==> config.mk <==
export PLATFORM = sky130hd
export DESIGN_NAME = spectral_peak_band_detector_top_flat
export DESIGN_NICKNAME = d
export VERILOG_FILES = /design/src/sv/spbd_pkg.sv /design/src/sv/spbd_stream_if.sv /design/src/sv/spectral_peak_band_detector_top.sv /design/src/flat_wrapper.sv
export SDC_FILE = /design/constraint.sdc
export NUM_CORES = 1
export LEC_CHECK = 0
export BUFFER_PORTS_ARGS = -buffer_cell sky130_fd_sc_hd__buf_2
export CORE_ASPECT_RATIO = 0.6
export CORE_UTILIZATION = 55
export CTS_CLUSTER_DIAMETER = 120
export DETAILED_ROUTE_END_ITERATION = 16
export PLACE_DENSITY = 0.72
export SYNTH_ARGS = -nofsm -noshare
export SYNTH_HDL_FRONTEND = slang
export SYNTH_SLANG_ARGS = --single-unit
==> constraint.sdc <==
create_clock -name clk -period 22.9 [get_ports clk]
set_input_delay 6.87 -clock clk [delete_from_list [all_inputs] [get_ports clk]]
set_output_delay 6.87 -clock clk [all_outputs]
set_load 0.01 [all_outputs]
==> src/sv/spbd_pkg.sv <==
// ----------------------------------------------------------------------------
// spbd_pkg
// widths, register indexes, reset values and decision codes shared by the
// spectral peak band detector and its stream interfaces
// ----------------------------------------------------------------------------
package spbd_pkg;

  // payload widths
  localparam int SAMPLE_W   = 16;
  localparam int MAG_W      = 15;
  localparam int PEAK_BIN_W = 10;
  localparam int HITS_W     = 3;
  localparam int CALL_W     = 3;
  localparam int PHASE_W    = 3;

  // configuration widths
  localparam int BAND_LOW_W  = 10;
  localparam int BAND_HIGH_W = 11;
  localparam int HIT_THR_W   = 8;
  localparam int MISS_THR_W  = 7;
  localparam int CFG_IDX_W   = 3;
  localparam int CFG_DATA_W  = 11;

  // frame and hit counters
  localparam int CNT_W = 8;
  localparam logic [CNT_W-1:0] CNT_MAX = {CNT_W{1'b1}};

  // parameter defaults
  localparam int FRAME_BINS_MAX_DEF = 1024;
  localparam int MIN_PEAK_BIN_DEF   = 10;

  // register indexes
  localparam logic [CFG_IDX_W-1:0] CFG_BAND_A_LOW  = 3'd0;
  localparam logic [CFG_IDX_W-1:0] CFG_BAND_A_HIGH = 3'd1;
  localparam logic [CFG_IDX_W-1:0] CFG_BAND_B_LOW  = 3'd2;
  localparam logic [CFG_IDX_W-1:0] CFG_BAND_B_HIGH = 3'd3;
  localparam logic [CFG_IDX_W-1:0] CFG_BAND_C_LOW  = 3'd4;
  localparam logic [CFG_IDX_W-1:0] CFG_BAND_C_HIGH = 3'd5;
  localparam logic [CFG_IDX_W-1:0] CFG_HIT_THR     = 3'd6;
  localparam logic [CFG_IDX_W-1:0] CFG_MISS_THR    = 3'd7;

  // register reset values
  localparam logic [BAND_LOW_W-1:0]  BAND_A_LOW_RST  = 10'd300;
  localparam logic [BAND_HIGH_W-1:0] BAND_A_HIGH_RST = 11'd350;
  localparam logic [BAND_LOW_W-1:0]  BAND_B_LOW_RST  = 10'd90;
  localparam logic [BAND_HIGH_W-1:0] BAND_B_HIGH_RST = 11'd110;
  localparam logic [BAND_LOW_W-1:0]  BAND_C_LOW_RST  = 10'd110;
  localparam logic [BAND_HIGH_W-1:0] BAND_C_HIGH_RST = 11'd130;
  localparam logic [HIT_THR_W-1:0]   HIT_THR_RST     = 8'd10;
  localparam logic [MISS_THR_W-1:0]  MISS_THR_RST    = 7'd20;

  // decision phases
  localparam logic [PHASE_W-1:0] PH_IDLE   = 3'd0;
  localparam logic [PHASE_W-1:0] PH_COUNT  = 3'd1;
  localparam logic [PHASE_W-1:0] PH_CONF_A = 3'd2;
  localparam logic [PHASE_W-1:0] PH_CONF_C = 3'd3;
  localparam logic [PHASE_W-1:0] PH_CONF_B = 3'd4;
  localparam logic [PHASE_W-1:0] PH_HOLD   = 3'd5;

  // call codes
  localparam logic [CALL_W-1:0] CALL_NONE = 3'h0;
  localparam logic [CALL_W-1:0] CALL_A    = 3'h1;
  localparam logic [CALL_W-1:0] CALL_B    = 3'h2;
  localparam logic [CALL_W-1:0] CALL_C    = 3'h4;

  // band hit bit positions
  localparam int HIT_A = 0;
  localparam int HIT_B = 1;
  localparam int HIT_C = 2;

  function automatic logic [CNT_W-1:0] sat_inc(input logic [CNT_W-1:0] v);
    sat_inc = (v == CNT_MAX) ? CNT_MAX : v + 1'b1;
  endfunction

endpackage

==> src/sv/spbd_stream_if.sv <==
// ----------------------------------------------------------------------------
// spbd stream interfaces
// valid/ready channels for spectrum bin beats and per-frame result beats
// ----------------------------------------------------------------------------
interface spbd_in_if import spbd_pkg::*; ();
  logic                       valid;
  logic                       ready;
  logic signed [SAMPLE_W-1:0] sample;
  logic                       last_bin;

  modport source (output valid, output sample, output last_bin, input ready);
  modport sink   (input valid, input sample, input last_bin, output ready);
endinterface

interface spbd_out_if import spbd_pkg::*; ();
  logic                  valid;
  logic                  ready;
  logic [PEAK_BIN_W-1:0] peak_bin;
  logic [MAG_W-1:0]      peak_magnitude;
  logic [HITS_W-1:0]     band_hits;
  logic [CALL_W-1:0]     call_code;
  logic [PHASE_W-1:0]    phase;

  modport source (output valid, output peak_bin, output peak_magnitude,
                  output band_hits, output call_code, output phase, input ready);
  modport sink   (input valid, input peak_bin, input peak_magnitude,
                  input band_hits, input call_code, input phase, output ready);
endinterface

==> src/sv/spectral_peak_band_detector_top.sv <==
// ----------------------------------------------------------------------------
// spectral_peak_band_detector_top
// The block takes one spectrum bin beat per clock while no last bin waits, and
// returns one result beat per frame. Each bin is held in an input register,
// and a single registered pass computes its saturated magnitude, updates the
// frame peak and, on the last bin, runs the band test and the decision phase
// step into the result register. A bin that is not the last one always moves
// on; the last bin waits in the input register only while the previous result
// beat is still held in the result register.
// ----------------------------------------------------------------------------
module spectral_peak_band_detector_top import spbd_pkg::*; #(
  parameter int FRAME_BINS_MAX = FRAME_BINS_MAX_DEF,
  parameter int MIN_PEAK_BIN   = MIN_PEAK_BIN_DEF
) (
  input  logic                  clk,
  input  logic                  rst_n,
  spbd_in_if.sink               in_ch,
  spbd_out_if.source            out_ch,
  input  logic                  cfg_we,
  input  logic [CFG_IDX_W-1:0]  cfg_index,
  input  logic [CFG_DATA_W-1:0] cfg_wdata
);

  localparam int BIN_W = $clog2(FRAME_BINS_MAX);
  localparam int CMP_W = (BIN_W > BAND_HIGH_W) ? BIN_W : BAND_HIGH_W;
  localparam logic [BIN_W-1:0] BIN_LAST = BIN_W'(FRAME_BINS_MAX - 1);
  localparam logic [BIN_W-1:0] BIN_FIRST_BEST = BIN_W'(1);

  // configuration registers
  logic [BAND_LOW_W-1:0]  band_a_low_r, band_b_low_r, band_c_low_r;
  logic [BAND_HIGH_W-1:0] band_a_high_r, band_b_high_r, band_c_high_r;
  logic [HIT_THR_W-1:0]   hit_thr_r;
  logic [MISS_THR_W-1:0]  miss_thr_r;

  // input register
  logic                       s1_vld_r;
  logic signed [SAMPLE_W-1:0] s1_sample_r;
  logic                       s1_last_r;
  logic                       s1_adv;
  logic                       s1_done;

  // frame state
  logic [BIN_W-1:0] bin_idx_r;
  logic [MAG_W-1:0] best_mag_r;
  logic [BIN_W-1:0] best_bin_r;

  // decision state
  logic [PHASE_W-1:0] phase_r, phase_nxt;
  logic [CNT_W-1:0]   cnt_a_r, cnt_a_nxt;
  logic [CNT_W-1:0]   cnt_b_r, cnt_b_nxt;
  logic [CNT_W-1:0]   cnt_c_r, cnt_c_nxt;
  logic [CNT_W-1:0]   miss_cnt_r, miss_cnt_nxt;
  logic [CALL_W-1:0]  call_nxt;

  // result register
  logic                  out_vld_r;
  logic [PEAK_BIN_W-1:0] out_peak_bin_r;
  logic [MAG_W-1:0]      out_peak_mag_r;
  logic [HITS_W-1:0]     out_hits_r;
  logic [CALL_W-1:0]     out_call_r;
  logic [PHASE_W-1:0]    out_phase_r;

  // per-bin datapath
  logic [SAMPLE_W-1:0] abs_val;
  logic [MAG_W-1:0]    mag;
  logic                upd;
  logic [MAG_W-1:0]    best_mag_cur;
  logic [BIN_W-1:0]    best_bin_cur;
  logic [CMP_W-1:0]    bin_cmp;
  logic                above_min;
  logic [HITS_W-1:0]   hits;

  function automatic logic in_band(input logic [CMP_W-1:0] bin,
                                   input logic [BAND_LOW_W-1:0] lo,
                                   input logic [BAND_HIGH_W-1:0] hi);
    in_band = (bin >= CMP_W'(lo)) && (bin < CMP_W'(hi));
  endfunction

  // handshake
  assign s1_adv      = s1_vld_r && (!s1_last_r || !out_vld_r || out_ch.ready);
  assign s1_done     = s1_adv && s1_last_r;
  assign in_ch.ready = !s1_vld_r || s1_adv;

  // configuration writes
  always_ff @(posedge clk) begin
    if (!rst_n) begin
      band_a_low_r  <= BAND_A_LOW_RST;
      band_a_high_r <= BAND_A_HIGH_RST;
      band_b_low_r  <= BAND_B_LOW_RST;
      band_b_high_r <= BAND_B_HIGH_RST;
      band_c_low_r  <= BAND_C_LOW_RST;
      band_c_high_r <= BAND_C_HIGH_RST;
      hit_thr_r     <= HIT_THR_RST;
      miss_thr_r    <= MISS_THR_RST;
    end else if (cfg_we) begin
      case (cfg_index)
        CFG_BAND_A_LOW:  band_a_low_r  <= cfg_wdata[BAND_LOW_W-1:0];
        CFG_BAND_A_HIGH: band_a_high_r <= cfg_wdata[BAND_HIGH_W-1:0];
        CFG_BAND_B_LOW:  band_b_low_r  <= cfg_wdata[BAND_LOW_W-1:0];
        CFG_BAND_B_HIGH: band_b_high_r <= cfg_wdata[BAND_HIGH_W-1:0];
        CFG_BAND_C_LOW:  band_c_low_r  <= cfg_wdata[BAND_LOW_W-1:0];
        CFG_BAND_C_HIGH: band_c_high_r <= cfg_wdata[BAND_HIGH_W-1:0];
        CFG_HIT_THR:     hit_thr_r     <= cfg_wdata[HIT_THR_W-1:0];
        CFG_MISS_THR:    miss_thr_r    <= cfg_wdata[MISS_THR_W-1:0];
        default: ;
      endcase
    end
  end

  // input register
  always_ff @(posedge clk) begin
    if (!rst_n) begin
      s1_vld_r <= 1'b0;
    end else if (in_ch.ready) begin
      s1_vld_r <= in_ch.valid;
    end
  end

  always_ff @(posedge clk) begin
    if (in_ch.valid && in_ch.ready) begin
      s1_sample_r <= in_ch.sample;
      s1_last_r   <= in_ch.last_bin;
    end
  end

  // magnitude and peak update
  always_comb begin
    abs_val      = s1_sample_r[SAMPLE_W-1] ? (~s1_sample_r + 1'b1) : s1_sample_r;
    mag          = abs_val[SAMPLE_W-1] ? {MAG_W{1'b1}} : abs_val[MAG_W-1:0];
    upd          = mag > best_mag_r;
    best_mag_cur = upd ? mag : best_mag_r;
    best_bin_cur = upd ? bin_idx_r : best_bin_r;
    bin_cmp      = CMP_W'(best_bin_cur);
    above_min    = bin_cmp > CMP_W'(MIN_PEAK_BIN);
    hits[HIT_A]  = above_min && in_band(bin_cmp, band_a_low_r, band_a_high_r);
    hits[HIT_B]  = above_min && in_band(bin_cmp, band_b_low_r, band_b_high_r);
    hits[HIT_C]  = above_min && in_band(bin_cmp, band_c_low_r, band_c_high_r);
  end

  always_ff @(posedge clk) begin
    if (!rst_n) begin
      bin_idx_r  <= '0;
      best_mag_r <= '0;
      best_bin_r <= BIN_FIRST_BEST;
    end else if (s1_adv) begin
      if (s1_last_r) begin
        bin_idx_r  <= '0;
        best_mag_r <= '0;
        best_bin_r <= BIN_FIRST_BEST;
      end else begin
        best_mag_r <= best_mag_cur;
        best_bin_r <= best_bin_cur;
        if (bin_idx_r != BIN_LAST) begin
          bin_idx_r <= bin_idx_r + 1'b1;
        end
      end
    end
  end

  // decision phase step
  always_comb begin
    phase_nxt    = phase_r;
    cnt_a_nxt    = cnt_a_r;
    cnt_b_nxt    = cnt_b_r;
    cnt_c_nxt    = cnt_c_r;
    miss_cnt_nxt = miss_cnt_r;
    call_nxt     = CALL_NONE;
    case (phase_r)
      PH_COUNT: begin
        if (hits[HIT_A]) cnt_a_nxt = sat_inc(cnt_a_r);
        if (hits[HIT_B]) cnt_b_nxt = sat_inc(cnt_b_r);
        if (hits[HIT_C]) cnt_c_nxt = sat_inc(cnt_c_r);
        if (hits == '0) miss_cnt_nxt = sat_inc(miss_cnt_r);
        if (cnt_a_nxt >= hit_thr_r) phase_nxt = PH_CONF_A;
        if (cnt_b_nxt >= hit_thr_r) phase_nxt = PH_CONF_B;
        if (cnt_c_nxt >= hit_thr_r) phase_nxt = PH_CONF_C;
        if (miss_cnt_nxt >= {1'b0, miss_thr_r}) phase_nxt = PH_IDLE;
      end
      PH_CONF_A: begin
        call_nxt  = CALL_A;
        phase_nxt = PH_HOLD;
      end
      PH_CONF_C: begin
        call_nxt  = CALL_C;
        phase_nxt = PH_HOLD;
      end
      PH_CONF_B: begin
        call_nxt  = CALL_B;
        phase_nxt = PH_HOLD;
      end
      PH_HOLD: begin
        if (hits == '0) miss_cnt_nxt = sat_inc(miss_cnt_r);
        if (miss_cnt_nxt >= {miss_thr_r, 1'b0}) phase_nxt = PH_IDLE;
      end
      default: begin
        cnt_a_nxt    = '0;
        cnt_b_nxt    = '0;
        cnt_c_nxt    = '0;
        miss_cnt_nxt = '0;
        phase_nxt    = (hits != '0) ? PH_COUNT : PH_IDLE;
      end
    endcase
  end

  always_ff @(posedge clk) begin
    if (!rst_n) begin
      phase_r    <= PH_IDLE;
      cnt_a_r    <= '0;
      cnt_b_r    <= '0;
      cnt_c_r    <= '0;
      miss_cnt_r <= '0;
    end else if (s1_done) begin
      phase_r    <= phase_nxt;
      cnt_a_r    <= cnt_a_nxt;
      cnt_b_r    <= cnt_b_nxt;
      cnt_c_r    <= cnt_c_nxt;
      miss_cnt_r <= miss_cnt_nxt;
    end
  end

  // result register
  always_ff @(posedge clk) begin
    if (!rst_n) begin
      out_vld_r <= 1'b0;
    end else if (s1_done) begin
      out_vld_r <= 1'b1;
    end else if (out_ch.ready) begin
      out_vld_r <= 1'b0;
    end
  end

  always_ff @(posedge clk) begin
    if (s1_done) begin
      out_peak_bin_r <= PEAK_BIN_W'(best_bin_cur);
      out_peak_mag_r <= best_mag_cur;
      out_hits_r     <= hits;
      out_call_r     <= call_nxt;
      out_phase_r    <= phase_nxt;
    end
  end

  assign out_ch.valid          = out_vld_r;
  assign out_ch.peak_bin       = out_peak_bin_r;
  assign out_ch.peak_magnitude = out_peak_mag_r;
  assign out_ch.band_hits      = out_hits_r;
  assign out_ch.call_code      = out_call_r;
  assign out_ch.phase          = out_phase_r;

  // checks
  a_call_onehot: assert property (@(posedge clk) disable iff (!rst_n)
    out_vld_r |-> $onehot0(out_call_r))
    else $error("call code has more than one bit set");

  a_call_then_hold: assert property (@(posedge clk) disable iff (!rst_n)
    (out_vld_r && out_call_r != CALL_NONE) |-> (out_phase_r == PH_HOLD))
    else $error("call beat not followed by hold phase");

  a_frame_restart: assert property (@(posedge clk) disable iff (!rst_n)
    s1_done |=> (bin_idx_r == '0 && best_mag_r == '0 && best_bin_r == BIN_FIRST_BEST))
    else $error("frame state not cleared after last bin");

  a_bin_bound: assert property (@(posedge clk) disable iff (!rst_n)
    bin_idx_r <= BIN_LAST)
    else $error("bin index beyond frame limit");

  a_result_kept: assert property (@(posedge clk) disable iff (!rst_n)
    (out_vld_r && !out_ch.ready) |-> !s1_done)
    else $error("result beat overwritten while stalled");

endmodule
==> src/flat_wrapper.sv <==
// flat-port wrapper written by rule: the top's interface ports become plain ports
module spectral_peak_band_detector_top_flat import spbd_pkg::*;
#(
  parameter int FRAME_BINS_MAX = FRAME_BINS_MAX_DEF,
  parameter int MIN_PEAK_BIN   = MIN_PEAK_BIN_DEF
)
  (clk, rst_n, cfg_we, cfg_index, cfg_wdata, in_ch_valid, in_ch_sample, in_ch_last_bin, in_ch_ready, out_ch_valid, out_ch_peak_bin, out_ch_peak_magnitude, out_ch_band_hits, out_ch_call_code, out_ch_phase, out_ch_ready);
  spbd_in_if in_ch_i ();
  spbd_out_if out_ch_i ();
  input  logic clk;
  input  logic rst_n;
  input  logic cfg_we;
  input  logic [CFG_IDX_W-1:0] cfg_index;
  input  logic [CFG_DATA_W-1:0] cfg_wdata;
  input wire logic [$bits(in_ch_i.valid)-1:0] in_ch_valid;
  input wire logic [$bits(in_ch_i.sample)-1:0] in_ch_sample;
  input wire logic [$bits(in_ch_i.last_bin)-1:0] in_ch_last_bin;
  output wire logic [$bits(in_ch_i.ready)-1:0] in_ch_ready;
  output wire logic [$bits(out_ch_i.valid)-1:0] out_ch_valid;
  output wire logic [$bits(out_ch_i.peak_bin)-1:0] out_ch_peak_bin;
  output wire logic [$bits(out_ch_i.peak_magnitude)-1:0] out_ch_peak_magnitude;
  output wire logic [$bits(out_ch_i.band_hits)-1:0] out_ch_band_hits;
  output wire logic [$bits(out_ch_i.call_code)-1:0] out_ch_call_code;
  output wire logic [$bits(out_ch_i.phase)-1:0] out_ch_phase;
  input wire logic [$bits(out_ch_i.ready)-1:0] out_ch_ready;
  assign in_ch_i.valid = in_ch_valid;
  assign in_ch_i.sample = in_ch_sample;
  assign in_ch_i.last_bin = in_ch_last_bin;
  assign in_ch_ready = in_ch_i.ready;
  assign out_ch_valid = out_ch_i.valid;
  assign out_ch_peak_bin = out_ch_i.peak_bin;
  assign out_ch_peak_magnitude = out_ch_i.peak_magnitude;
  assign out_ch_band_hits = out_ch_i.band_hits;
  assign out_ch_call_code = out_ch_i.call_code;
  assign out_ch_phase = out_ch_i.phase;
  assign out_ch_i.ready = out_ch_ready;
  spectral_peak_band_detector_top #(.FRAME_BINS_MAX(FRAME_BINS_MAX), .MIN_PEAK_BIN(MIN_PEAK_BIN)) u_core (.clk(clk), .rst_n(rst_n), .in_ch(in_ch_i), .out_ch(out_ch_i), .cfg_we(cfg_we), .cfg_index(cfg_index), .cfg_wdata(cfg_wdata));
endmodule
==> results of run 1 <==
-- state kept, by name (all words and copies together) (netlist names), 11 cells and up --
name,count
u_core.band_c_high_r,11
u_core.band_b_high_r,11
u_core.best_mag_r,15
u_core.s1_sample_r,16
u_core.band_a_high_r,11
u_core.out_ch.peak_magnitude,15
-- worst max-delay path, delay by kind of cell --
kind | cells | cell delay [ns]
and+or+nand+nor | 2 | 0.42
buffers and inverters | 2 | 0.27
-- worst max-delay path by stage --
| stage | cells after the start | end |
|---|---|---|
| floorplan | 2 | in_ch_ready |
| global placement | 4 | in_ch_ready |
| detailed placement | 4 | in_ch_ready |
| CTS | 4 | in_ch_ready |
| global route | 4 | in_ch_ready |
| finish | 4 | in_ch_ready |
-- cell families (layout without fill, tap and decap cells) --
family	Yosys count	count (layout)	synth area share, %
compound gates	350	350	20.7
mux	21	21	2.05
xor+xnor	18	18	1.37
flops	201	201	39.4
fa+ha+maj	116	116	12.6
buf+inv	165	228	5.46
simple gates	450	450	18.4
-- report_power, final --
group / total (mW) / leakage, nW / internal, mW / switching (mW)
combinational: 0.0679 / 3.29 / 0.0242 / 0.0437
clock: 0.331 / 0.318 / 0.188 / 0.142
sequential: 0.378 / 1.71 / 0.373 / 0.00506
total: 0.777 / 5.31 / 0.586 / 0.191
-- layer usage --
| layer | part of all wire (%) | up-vias | track usage [%] | wire length [um] |
|---|---|---|---|---|
| met5 | 0 | - | 0 | 0 |
| met4 | 1.3 | 0 | 4.84 | 354 |
| met3 | 5.9 | 30 | 3.38 | 1660 |
| met2 | 41 | 270 | 38.8 | 11600 |
| met1 | 52 | 4476 | 41.9 | 14500 |
| li1 | - | 4802 | - | - |
-- through the flow --
step                util, %  setup slack [ns]  cell area [um2]
floorplan                 -              8.81            11500
global placement       59.7              8.55            12100
detailed placement     59.7              8.47            12100
CTS                    62.9              8.46            12700
global route           62.9              8.38            12700
finish                 62.9              8.47            12700
-- cell usage in the layout, fill, tap and decap left out, types with 6 or more instances in the layout --
cell,instances
sky130_fd_sc_hd__nor2_1,54
sky130_fd_sc_hd__buf_2,70
sky130_fd_sc_hd__nor2b_1,42
sky130_fd_sc_hd__a211oi_1,9
sky130_fd_sc_hd__inv_1,109
sky130_fd_sc_hd__and2_1,11
sky130_fd_sc_hd__a21oi_1,54
sky130_fd_sc_hd__a22o_1,14
sky130_fd_sc_hd__clkbuf_16,20
sky130_fd_sc_hd__mux2_2,18
sky130_fd_sc_hd__dfxtp_1,150
sky130_fd_sc_hd__nand2b_1,15
sky130_fd_sc_hd__nand3_1,36
sky130_fd_sc_hd__xor2_1,15
sky130_fd_sc_hd__and3_1,17
sky130_fd_sc_hd__o211ai_1,36
sky130_fd_sc_hd__nor3_1,11
sky130_fd_sc_hd__ha_1,116
sky130_fd_sc_hd__or2_2,6
sky130_fd_sc_hd__o21ai_0,75
sky130_fd_sc_hd__a31oi_1,9
sky130_fd_sc_hd__buf_4,12
sky130_fd_sc_hd__nand2_1,216
sky130_fd_sc_hd__a21o_1,16
sky130_fd_sc_hd__edfxtp_1,51
sky130_fd_sc_hd__a22oi_1,24
sky130_fd_sc_hd__a21boi_0,51
sky130_fd_sc_hd__o21a_1,13
sky130_fd_sc_hd__nand4_1,17
-- area by class of cell --
class                   count  area (um2)  area share [%]
flip-flops and latches    201        4530            35.6
well taps                 273         342            2.68
clock buffers              25         529            4.15
multi-input cells         955        6360            49.9
clock inverters            11         121           0.952
repair buffers             82         440            3.46
inverters                 110         413            3.24
==> impl_metrics.prom, run 1 <==
# TYPE chip_impl_metric gauge
chip_impl_info{name="run_status",value="finished, final reports clean"} 1
chip_impl_metric{name="setup_total_neg_slack",unit="ns"} 0
chip_impl_metric{name="number_of_cts_inserted_buffers",unit=""} 20
chip_impl_metric{name="number_of_antenna_violations_at_the_first_check_in_global_routing",unit=""} 0
chip_impl_metric{name="static-leakage-power",unit="nW"} 5.31
chip_impl_metric{name="routed_wire_length",unit="mm"} 28.1
chip_impl_metric{name="power.density_cell_area",unit="nW/um2"} 61.0
chip_impl_info{name="synth_commonest_cells",value="216 x sky130_fd_sc_hd__nand2_1, 150 x sky130_fd_sc_hd__dfxtp_1, 116 x sky130_fd_sc_hd__ha_1"} 1
chip_impl_metric{name="worstPathRequired",unit="ns"} 16.03
chip_impl_metric{name="vias",unit=""} 9578
chip_impl_metric{name="io_buffer_count",unit=""} 71
chip_impl_info{name="synth_largest_area_cell",value="sky130_fd_sc_hd__dfxtp_1"} 1
chip_impl_metric{name="max_fclk",unit="MHz"} 69.3
chip_impl_metric{name="cts_hold_buf",unit=""} 0
chip_impl_metric{name="final.min_clock_period",unit="ns"} 14.43
chip_impl_info{name="critPathKind",value="input port to output pin"} 1
chip_impl_metric{name="synth_enable_flop_cells",unit=""} 51
chip_impl_metric{name="synth.net_count",unit=""} 1473
chip_impl_metric{name="timing.critical_path.arrival",unit="ns"} 7.56
chip_impl_metric{name="cp_slowest_stage_delay",unit="ns"} 0.27
chip_impl_metric{name="grt_first_pass_wirelength",unit="mm"} 46.0
chip_impl_metric{name="remaining_drc_errors",unit=""} 0
chip_impl_metric{name="timing.final.setup_violations",unit=""} 0
chip_impl_metric{name="synthDistinctLibCells",unit=""} 67
chip_impl_info{name="hold_path.startpoint",value="u_core.miss_thr_r[3]$_SDFFE_PN0P_"} 1
chip_impl_info{name="reg2reg_to",value="u_core.phase_r[1]$_SDFFE_PN0P_"} 1
chip_impl_metric{name="number_of_warnings_issued_by_yosys",unit=""} 0
chip_impl_metric{name="syn-mean-instance-area",unit="um2"} 8.71
chip_impl_metric{name="clkTransAtPathRegs",unit="ns"} 0.07
chip_impl_metric{name="drv.max_cap_violation_count",unit=""} 0
chip_impl_metric{name="wire_per_inst",unit="um"} 17.0
chip_impl_metric{name="power_total",unit="uW"} 777
chip_impl_metric{name="total_grt_usage",unit="%"} 26.6
chip_impl_metric{name="layout.nets",unit=""} 1522
chip_impl_metric{name="final_instance_count_without_filler_cells",unit=""} 1657
chip_impl_metric{name="ir_worst_vdd",unit="uV"} 51.1
chip_impl_info{name="ys_dominant_reg_cell",value="sky130_fd_sc_hd__dfxtp_1"} 1
chip_impl_info{name="grt_setup_unrepaired",value="no"} 1
chip_impl_info{name="cpMostUsedCell",value="sky130_fd_sc_hd__buf_2"} 1
chip_impl_info{name="critical_path.cell_chain",value="buf_2, nor2b_1, nand3_1, buf_2"} 1
chip_impl_metric{name="worst_clock_skew",unit="ns"} 0.0115
chip_impl_info{name="cts_tree",value="done"} 1
chip_impl_info{name="end_kind",value="output pin"} 1
chip_impl_metric{name="design.die.area",unit="um2"} 21500
chip_impl_info{name="worstHoldEndpoint",value="u_core.miss_thr_r[3]$_SDFFE_PN0P_"} 1
chip_impl_metric{name="fillCellCount",unit=""} 1726
chip_impl_metric{name="r2r.worst_path.cells",unit=""} 33
chip_impl_metric{name="timing.final.max_slew_violations",unit=""} 0
chip_impl_metric{name="synth.yosys.seq_area_share",unit="%"} 39.4
chip_impl_metric{name="async_reset_ff_share",unit="%"} 0
chip_impl_metric{name="vias_per_cell",unit=""} 5.78
chip_impl_metric{name="grt_max_degree",unit=""} 112
chip_impl_metric{name="fin_hold_ws",unit="ns"} 0.468
chip_impl_metric{name="timing.final.crit_share",unit="%"} 63.0
chip_impl_metric{name="cts-root-to-sink-buffers",unit=""} 3
chip_impl_metric{name="clkLatencyLatePin",unit="ns"} 0.51
chip_impl_info{name="synthMostInstantiatedCell",value="sky130_fd_sc_hd__nand2_1"} 1
chip_impl_metric{name="grt_overflow",unit=""} 0
chip_impl_metric{name="cts_setup_buffers",unit=""} 0
chip_impl_metric{name="ys_seq_elements",unit=""} 201
chip_impl_metric{name="number_of_top_level_design_ports",unit=""} 72
chip_impl_metric{name="yosysTopAreaCellShare",unit="%"} 26.1
chip_impl_info{name="post_synth_main_area_contributors",value="sky130_fd_sc_hd__dfxtp_1 26%, sky130_fd_sc_hd__edfxtp_1 13%, sky130_fd_sc_hd__ha_1 13%, sky130_fd_sc_hd__nand2_1 7.0%, sky130_fd_sc_hd__inv_1 3.6%"} 1
chip_impl_metric{name="drt-pass1-iter-count",unit=""} 5
chip_impl_metric{name="slew_headroom",unit="%"} 21.5
chip_impl_metric{name="dpl.cell_count",unit=""} 1621
chip_impl_metric{name="core_box_area",unit="um2"} 20300
chip_impl_metric{name="hpwl",unit="mm"} 20.0
chip_impl_info{name="start_kind",value="input port"} 1
chip_impl_info{name="crit_path_top_delay_cell",value="sky130_fd_sc_hd__nor2b_1"} 1
chip_impl_metric{name="final_layout_size_suffix_gt1_share",unit="%"} 11.1
chip_impl_metric{name="synthesis.area",unit="um2"} 11500
chip_impl_info{name="startpoint",value="out_ch_ready"} 1
chip_impl_metric{name="clock_sink_count",unit=""} 201
chip_impl_metric{name="ff2ff_setup_slack",unit="ns"} 12.84
chip_impl_metric{name="place_congestion",unit=""} 0.869
chip_impl_metric{name="number_of_nets_still_failing_antenna_checks_after_routing",unit=""} 0
chip_impl_metric{name="finalHoldViolations",unit=""} 0
chip_impl_metric{name="grt_pass1_vias",unit=""} 8676
chip_impl_metric{name="timing_worst_slew_pin_value",unit="ns"} 1.17
chip_impl_metric{name="cts_htree_levels",unit=""} 1
chip_impl_metric{name="die_h",unit="um"} 114
chip_impl_metric{name="holdPathStages",unit=""} 2
chip_impl_metric{name="initial_core_util",unit="%"} 56.8
chip_impl_metric{name="insertedDiodeCount",unit=""} 0
chip_impl_info{name="clock_tree.root_cell",value="sky130_fd_sc_hd__clkbuf_16"} 1
chip_impl_metric{name="critical_path.max_fanout",unit=""} 4
chip_impl_metric{name="layout-area-overhead-vs-synth",unit="%"} 10.7
chip_impl_metric{name="detailed_route_iter0_violations",unit=""} 776
chip_impl_info{name="hp-class",value="flop to flop"} 1
chip_impl_metric{name="floorplan.die.width",unit="um"} 189
chip_impl_metric{name="post_cts_resize_count",unit=""} 0
chip_impl_metric{name="rows",unit=""} 40
chip_impl_metric{name="post_synth_inst_count",unit=""} 1321
chip_impl_info{name="crit-reg2reg-launch",value="u_core.s1_sample_r[7]$_DFFE_PP_"} 1
No activity file was read; power rests on OpenSTA's default activity.
==> inputs of run 2 (changes only) <==
- ABC_AREA: default -> 1
- PLACE_DENSITY: 0.72 -> 0.75
- clock period: 22.9 -> 11.9 ns (I/O delays scaled with it)
==> impl_metrics.prom, run 2 <==
# TYPE chip_impl_metric gauge
chip_impl_info{name="run_status",value="finished, final reports clean"} 1
chip_impl_metric{name="place_congestion",unit=""} 0.884
chip_impl_metric{name="fillCellCount",unit=""} 1786
chip_impl_metric{name="total_grt_usage",unit="%"} 26.4
chip_impl_metric{name="timing.critical_path.arrival",unit="ns"} 8.34
chip_impl_metric{name="drt-pass1-iter-count",unit=""} 6
chip_impl_metric{name="final.min_clock_period",unit="ns"} 8.08
chip_impl_metric{name="async_reset_ff_share",unit="%"} 0
chip_impl_metric{name="slew_headroom",unit="%"} 38.6
chip_impl_metric{name="seq_power_share",unit="%"} 43.1
chip_impl_metric{name="rows",unit=""} 40
chip_impl_metric{name="timing.final.crit_share",unit="%"} 67.9
chip_impl_metric{name="yosysTopAreaCellShare",unit="%"} 26.5
chip_impl_metric{name="post_cts_resize_count",unit=""} 0
chip_impl_metric{name="timing.final.setup_violations",unit=""} 0
chip_impl_info{name="cts_tree",value="done"} 1
chip_impl_metric{name="max_fclk",unit="MHz"} 124
chip_impl_info{name="regMostFlops",value="u_core.s1_sample_r"} 1
chip_impl_metric{name="layout.nets",unit=""} 1683
chip_impl_info{name="crit_end",value="u_core.out_ch.phase[0]$_DFFE_PP_"} 1
chip_impl_info{name="startpoint",value="u_core.s1_sample_r[1]$_DFFE_PP_"} 1
chip_impl_metric{name="design.die.area",unit="um2"} 21200
chip_impl_info{name="synth_largest_area_cell",value="sky130_fd_sc_hd__dfxtp_1"} 1
chip_impl_metric{name="cts_hold_buf",unit=""} 0
chip_impl_info{name="ys_dominant_reg_cell",value="sky130_fd_sc_hd__dfxtp_1"} 1
chip_impl_metric{name="finalHoldViolations",unit=""} 0
chip_impl_info{name="crit_path_top_delay_cell",value="sky130_fd_sc_hd__nand3_1"} 1
chip_impl_metric{name="fin_hold_ws",unit="ns"} 0.461
chip_impl_metric{name="cts_htree_levels",unit=""} 1
chip_impl_info{name="post_synth_main_area_contributors",value="sky130_fd_sc_hd__dfxtp_1 26%, sky130_fd_sc_hd__edfxtp_1 14%, sky130_fd_sc_hd__ha_1 13%, sky130_fd_sc_hd__nand2_1 9.2%, sky130_fd_sc_hd__inv_1 8.7%"} 1
chip_impl_metric{name="power.combinational.fraction",unit="%"} 16.6
chip_impl_metric{name="routed_wire_length",unit="mm"} 27.6
chip_impl_metric{name="switching_power",unit="uW"} 477
chip_impl_metric{name="layout-area-overhead-vs-synth",unit="%"} 11.4
chip_impl_info{name="clock_tree.root_cell",value="sky130_fd_sc_hd__clkbuf_16"} 1
chip_impl_metric{name="grt_first_pass_wirelength",unit="mm"} 45.2
chip_impl_metric{name="static-leakage-power",unit="nW"} 5.86
chip_impl_metric{name="clock_sink_count",unit=""} 201
chip_impl_metric{name="cts_setup_buffers",unit=""} 0
chip_impl_metric{name="ir_worst_vdd",unit="uV"} 115
chip_impl_metric{name="synthesis.area",unit="um2"} 11300
chip_impl_metric{name="setup_total_neg_slack",unit="ns"} 0
chip_impl_metric{name="grt_pass1_vias",unit=""} 9033
chip_impl_metric{name="worst_clock_skew",unit="ns"} 0.0252
chip_impl_metric{name="final_layout_size_suffix_gt1_share",unit="%"} 9.26
chip_impl_metric{name="cts-root-to-sink-buffers",unit=""} 3
chip_impl_info{name="grt_setup_unrepaired",value="no"} 1
chip_impl_metric{name="syn-mean-instance-area",unit="um2"} 7.71
chip_impl_metric{name="number_of_nets_still_failing_antenna_checks_after_routing",unit=""} 0
chip_impl_info{name="crit-reg2reg-launch",value="u_core.s1_sample_r[1]$_DFFE_PP_"} 1
chip_impl_metric{name="insertedDiodeCount",unit=""} 0
chip_impl_metric{name="floorplan.die.width",unit="um"} 187
chip_impl_info{name="cpMostUsedCell",value="sky130_fd_sc_hd__nand2_1"} 1
chip_impl_metric{name="grt_overflow",unit=""} 0
chip_impl_info{name="synth_commonest_cells",value="277 x sky130_fd_sc_hd__nand2_1, 263 x sky130_fd_sc_hd__inv_1, 150 x sky130_fd_sc_hd__dfxtp_1"} 1
chip_impl_metric{name="die_h",unit="um"} 113
chip_impl_metric{name="ff2ff_setup_slack",unit="ns"} 3.82
chip_impl_metric{name="clkTransAtPathRegs",unit="ns"} 0.07
chip_impl_metric{name="timing_worst_slew_pin_value",unit="ns"} 0.918
chip_impl_metric{name="utilization",unit="%"} 62.8
chip_impl_metric{name="hpwl",unit="mm"} 20.0
chip_impl_metric{name="cp_slowest_stage_delay",unit="ns"} 0.50
chip_impl_metric{name="number_of_antenna_violations_at_the_first_check_in_global_routing",unit=""} 0
chip_impl_metric{name="critical_path.max_fanout",unit=""} 29
chip_impl_metric{name="synth.net_count",unit=""} 1622
chip_impl_metric{name="power.density_cell_area",unit="nW/um2"} 135
chip_impl_metric{name="dp_worst_setup_slack",unit="ns"} 3.90
chip_impl_metric{name="detailed_route_iter0_violations",unit=""} 798
chip_impl_metric{name="flip_flop_count_of_the_largest_register_all_copies_and_words_added",unit=""} 16
chip_impl_metric{name="power_total",unit="mW"} 1.70
chip_impl_metric{name="number_of_cts_inserted_buffers",unit=""} 20
chip_impl_metric{name="clkPwrFrac",unit="%"} 40.4
chip_impl_info{name="layout_common_cells",value="277 x sky130_fd_sc_hd__nand2_1, 263 x sky130_fd_sc_hd__inv_1, 150 x sky130_fd_sc_hd__dfxtp_1"} 1
chip_impl_info{name="synthMostInstantiatedCell",value="sky130_fd_sc_hd__nand2_1"} 1
chip_impl_metric{name="initial_core_util",unit="%"} 56.4
chip_impl_metric{name="power.internal",unit="mW"} 1.23
chip_impl_metric{name="synth_enable_flop_cells",unit=""} 51
chip_impl_info{name="hp-class",value="flop to flop"} 1
chip_impl_metric{name="core_box_area",unit="um2"} 20100
chip_impl_metric{name="clkLatencyLatePin",unit="ns"} 0.52
chip_impl_metric{name="number_of_top_level_design_ports",unit=""} 72
chip_impl_metric{name="remaining_drc_errors",unit=""} 0
chip_impl_metric{name="io_buffer_count",unit=""} 71
chip_impl_info{name="layout.cells.most_common",value="sky130_fd_sc_hd__nand2_1"} 1
chip_impl_metric{name="r2r.worst_path.cells",unit=""} 43
chip_impl_metric{name="wire_per_inst",unit="um"} 15.2
chip_impl_metric{name="p_sw_share",unit="%"} 28.0
chip_impl_metric{name="synthDistinctLibCells",unit=""} 51
chip_impl_metric{name="synth.yosys.seq_area_share",unit="%"} 40.0
chip_impl_metric{name="worstPathRequired",unit="ns"} 12.16
chip_impl_info{name="start_kind",value="flop"} 1
chip_impl_metric{name="postLayoutSetupSlackWorst",unit="ns"} 3.82
chip_impl_metric{name="number_of_warnings_issued_by_yosys",unit=""} 0
chip_impl_metric{name="ys_seq_elements",unit=""} 201
chip_impl_metric{name="vias",unit=""} 9785
chip_impl_metric{name="grt_max_degree",unit=""} 80
chip_impl_info{name="reg2reg_to",value="u_core.out_ch.phase[0]$_DFFE_PP_"} 1
chip_impl_metric{name="timing.final.max_slew_violations",unit=""} 0
chip_impl_info{name="critPathKind",value="flop to flop"} 1
chip_impl_metric{name="vias_per_cell",unit=""} 5.38
chip_impl_metric{name="drv.max_cap_violation_count",unit=""} 0
chip_impl_metric{name="post_synth_inst_count",unit=""} 1470
chip_impl_info{name="end_kind",value="flop"} 1
==> run 2: cell count changes in the layout (fill, tap and decap cells not counted), sizes merged, moves of 41 or more <==
cell	delta
a21boi	-48
a21oi	+80
inv	+154
nand2	+65
nor2	+57
nor2b	-42
o21ai	+41
==> run 2: critical path, delay by kind of cell, from the launching register on <==
| family | cells | cell delay (ns) |
|---|---|---|
| buffers and inverters | 5 | 0.77 |
| DFF | 1 | 0.40 |
| AOI/OAI and AO/OA | 8 | 1.61 |
| and+or+nand+nor | 27 | 4.02 |
| adders and majority gates | 3 | 0.99 |
==> run 2: how the worst min path moves through the flow <==
stage | start | to | cells after the start | slack, ns
after global routing | u_core.band_b_high_r[0]$_SDFFE_PN0P_ | u_core.band_b_high_r[0]$_SDFFE_PN0P_ | 2 | 0.48
after global placement | u_core.band_b_high_r[0]$_SDFFE_PN0P_ | u_core.band_b_high_r[0]$_SDFFE_PN0P_ | 2 | 0.45
after detailed placement | u_core.band_b_high_r[0]$_SDFFE_PN0P_ | u_core.band_b_high_r[0]$_SDFFE_PN0P_ | 2 | 0.45
after CTS | u_core.band_b_high_r[0]$_SDFFE_PN0P_ | u_core.band_b_high_r[0]$_SDFFE_PN0P_ | 2 | 0.46
final | u_core.band_a_high_r[9]$_SDFFE_PN0P_ | u_core.band_a_high_r[9]$_SDFFE_PN0P_ | 2 | 0.46
after floorplan | u_core.band_b_high_r[0]$_SDFFE_PN0P_ | u_core.band_b_high_r[0]$_SDFFE_PN0P_ | 2 | 0.43
==> run 2: cell type report <==
class	instances	area (um2)	area share, %
sequential	201	4530	35.9
clock inverter	12	175	1.39
tap	273	342	2.70
multi-input combinational	965	5640	44.7
clock buffer	24	537	4.25
inverter	265	995	7.87
timing repair buffer	78	408	3.23
==> run 2: power groups by stage <==
stage / Clock, mW / Sequential, mW / Combinational, mW
after global routing: 0.725 / 0.735 / 0.321
after global placement: 0 / 0.748 / 0.269
after CTS: 0.696 / 0.734 / 0.280
after floorplan: 0 / 0.748 / 0.199
final: 0.688 / 0.734 / 0.283
after detailed placement: 0 / 0.749 / 0.277
==> run 2: metal layers <==
layer  global-route usage, %  vias to the layer above  part of all wire, %
met5                       0                        -                    0
met4                    4.77                        0                  1.3
met3                    4.28                       31                  7.5
met2                    40.6                      327                   42
met1                    39.1                     4441                   49
li1                        -                     4986                    -
==> run 2: per-stage QoR <==
step	instances	instance area (um2)
CTS	1818	12600
global route	1818	12600
floorplan	1470	11300
global placement	1782	11900
detailed placement	1782	11900
finish	1818	12600
==> run 2: logic make-up (layout without fill, tap and decap cells) <==
family | after synthesis | after routing | synth area share (%)
adder cells (fa/ha/maj) | 116 | 116 | 12.8
flip-flops | 201 | 201 | 40.0
buffers and inverters | 304 | 379 | 10.2
XOR/XNOR | 14 | 14 | 1.08
AND/OR/NAND/NOR | 504 | 504 | 19.5
AO/OA/AOI/OAI | 331 | 331 | 16.4
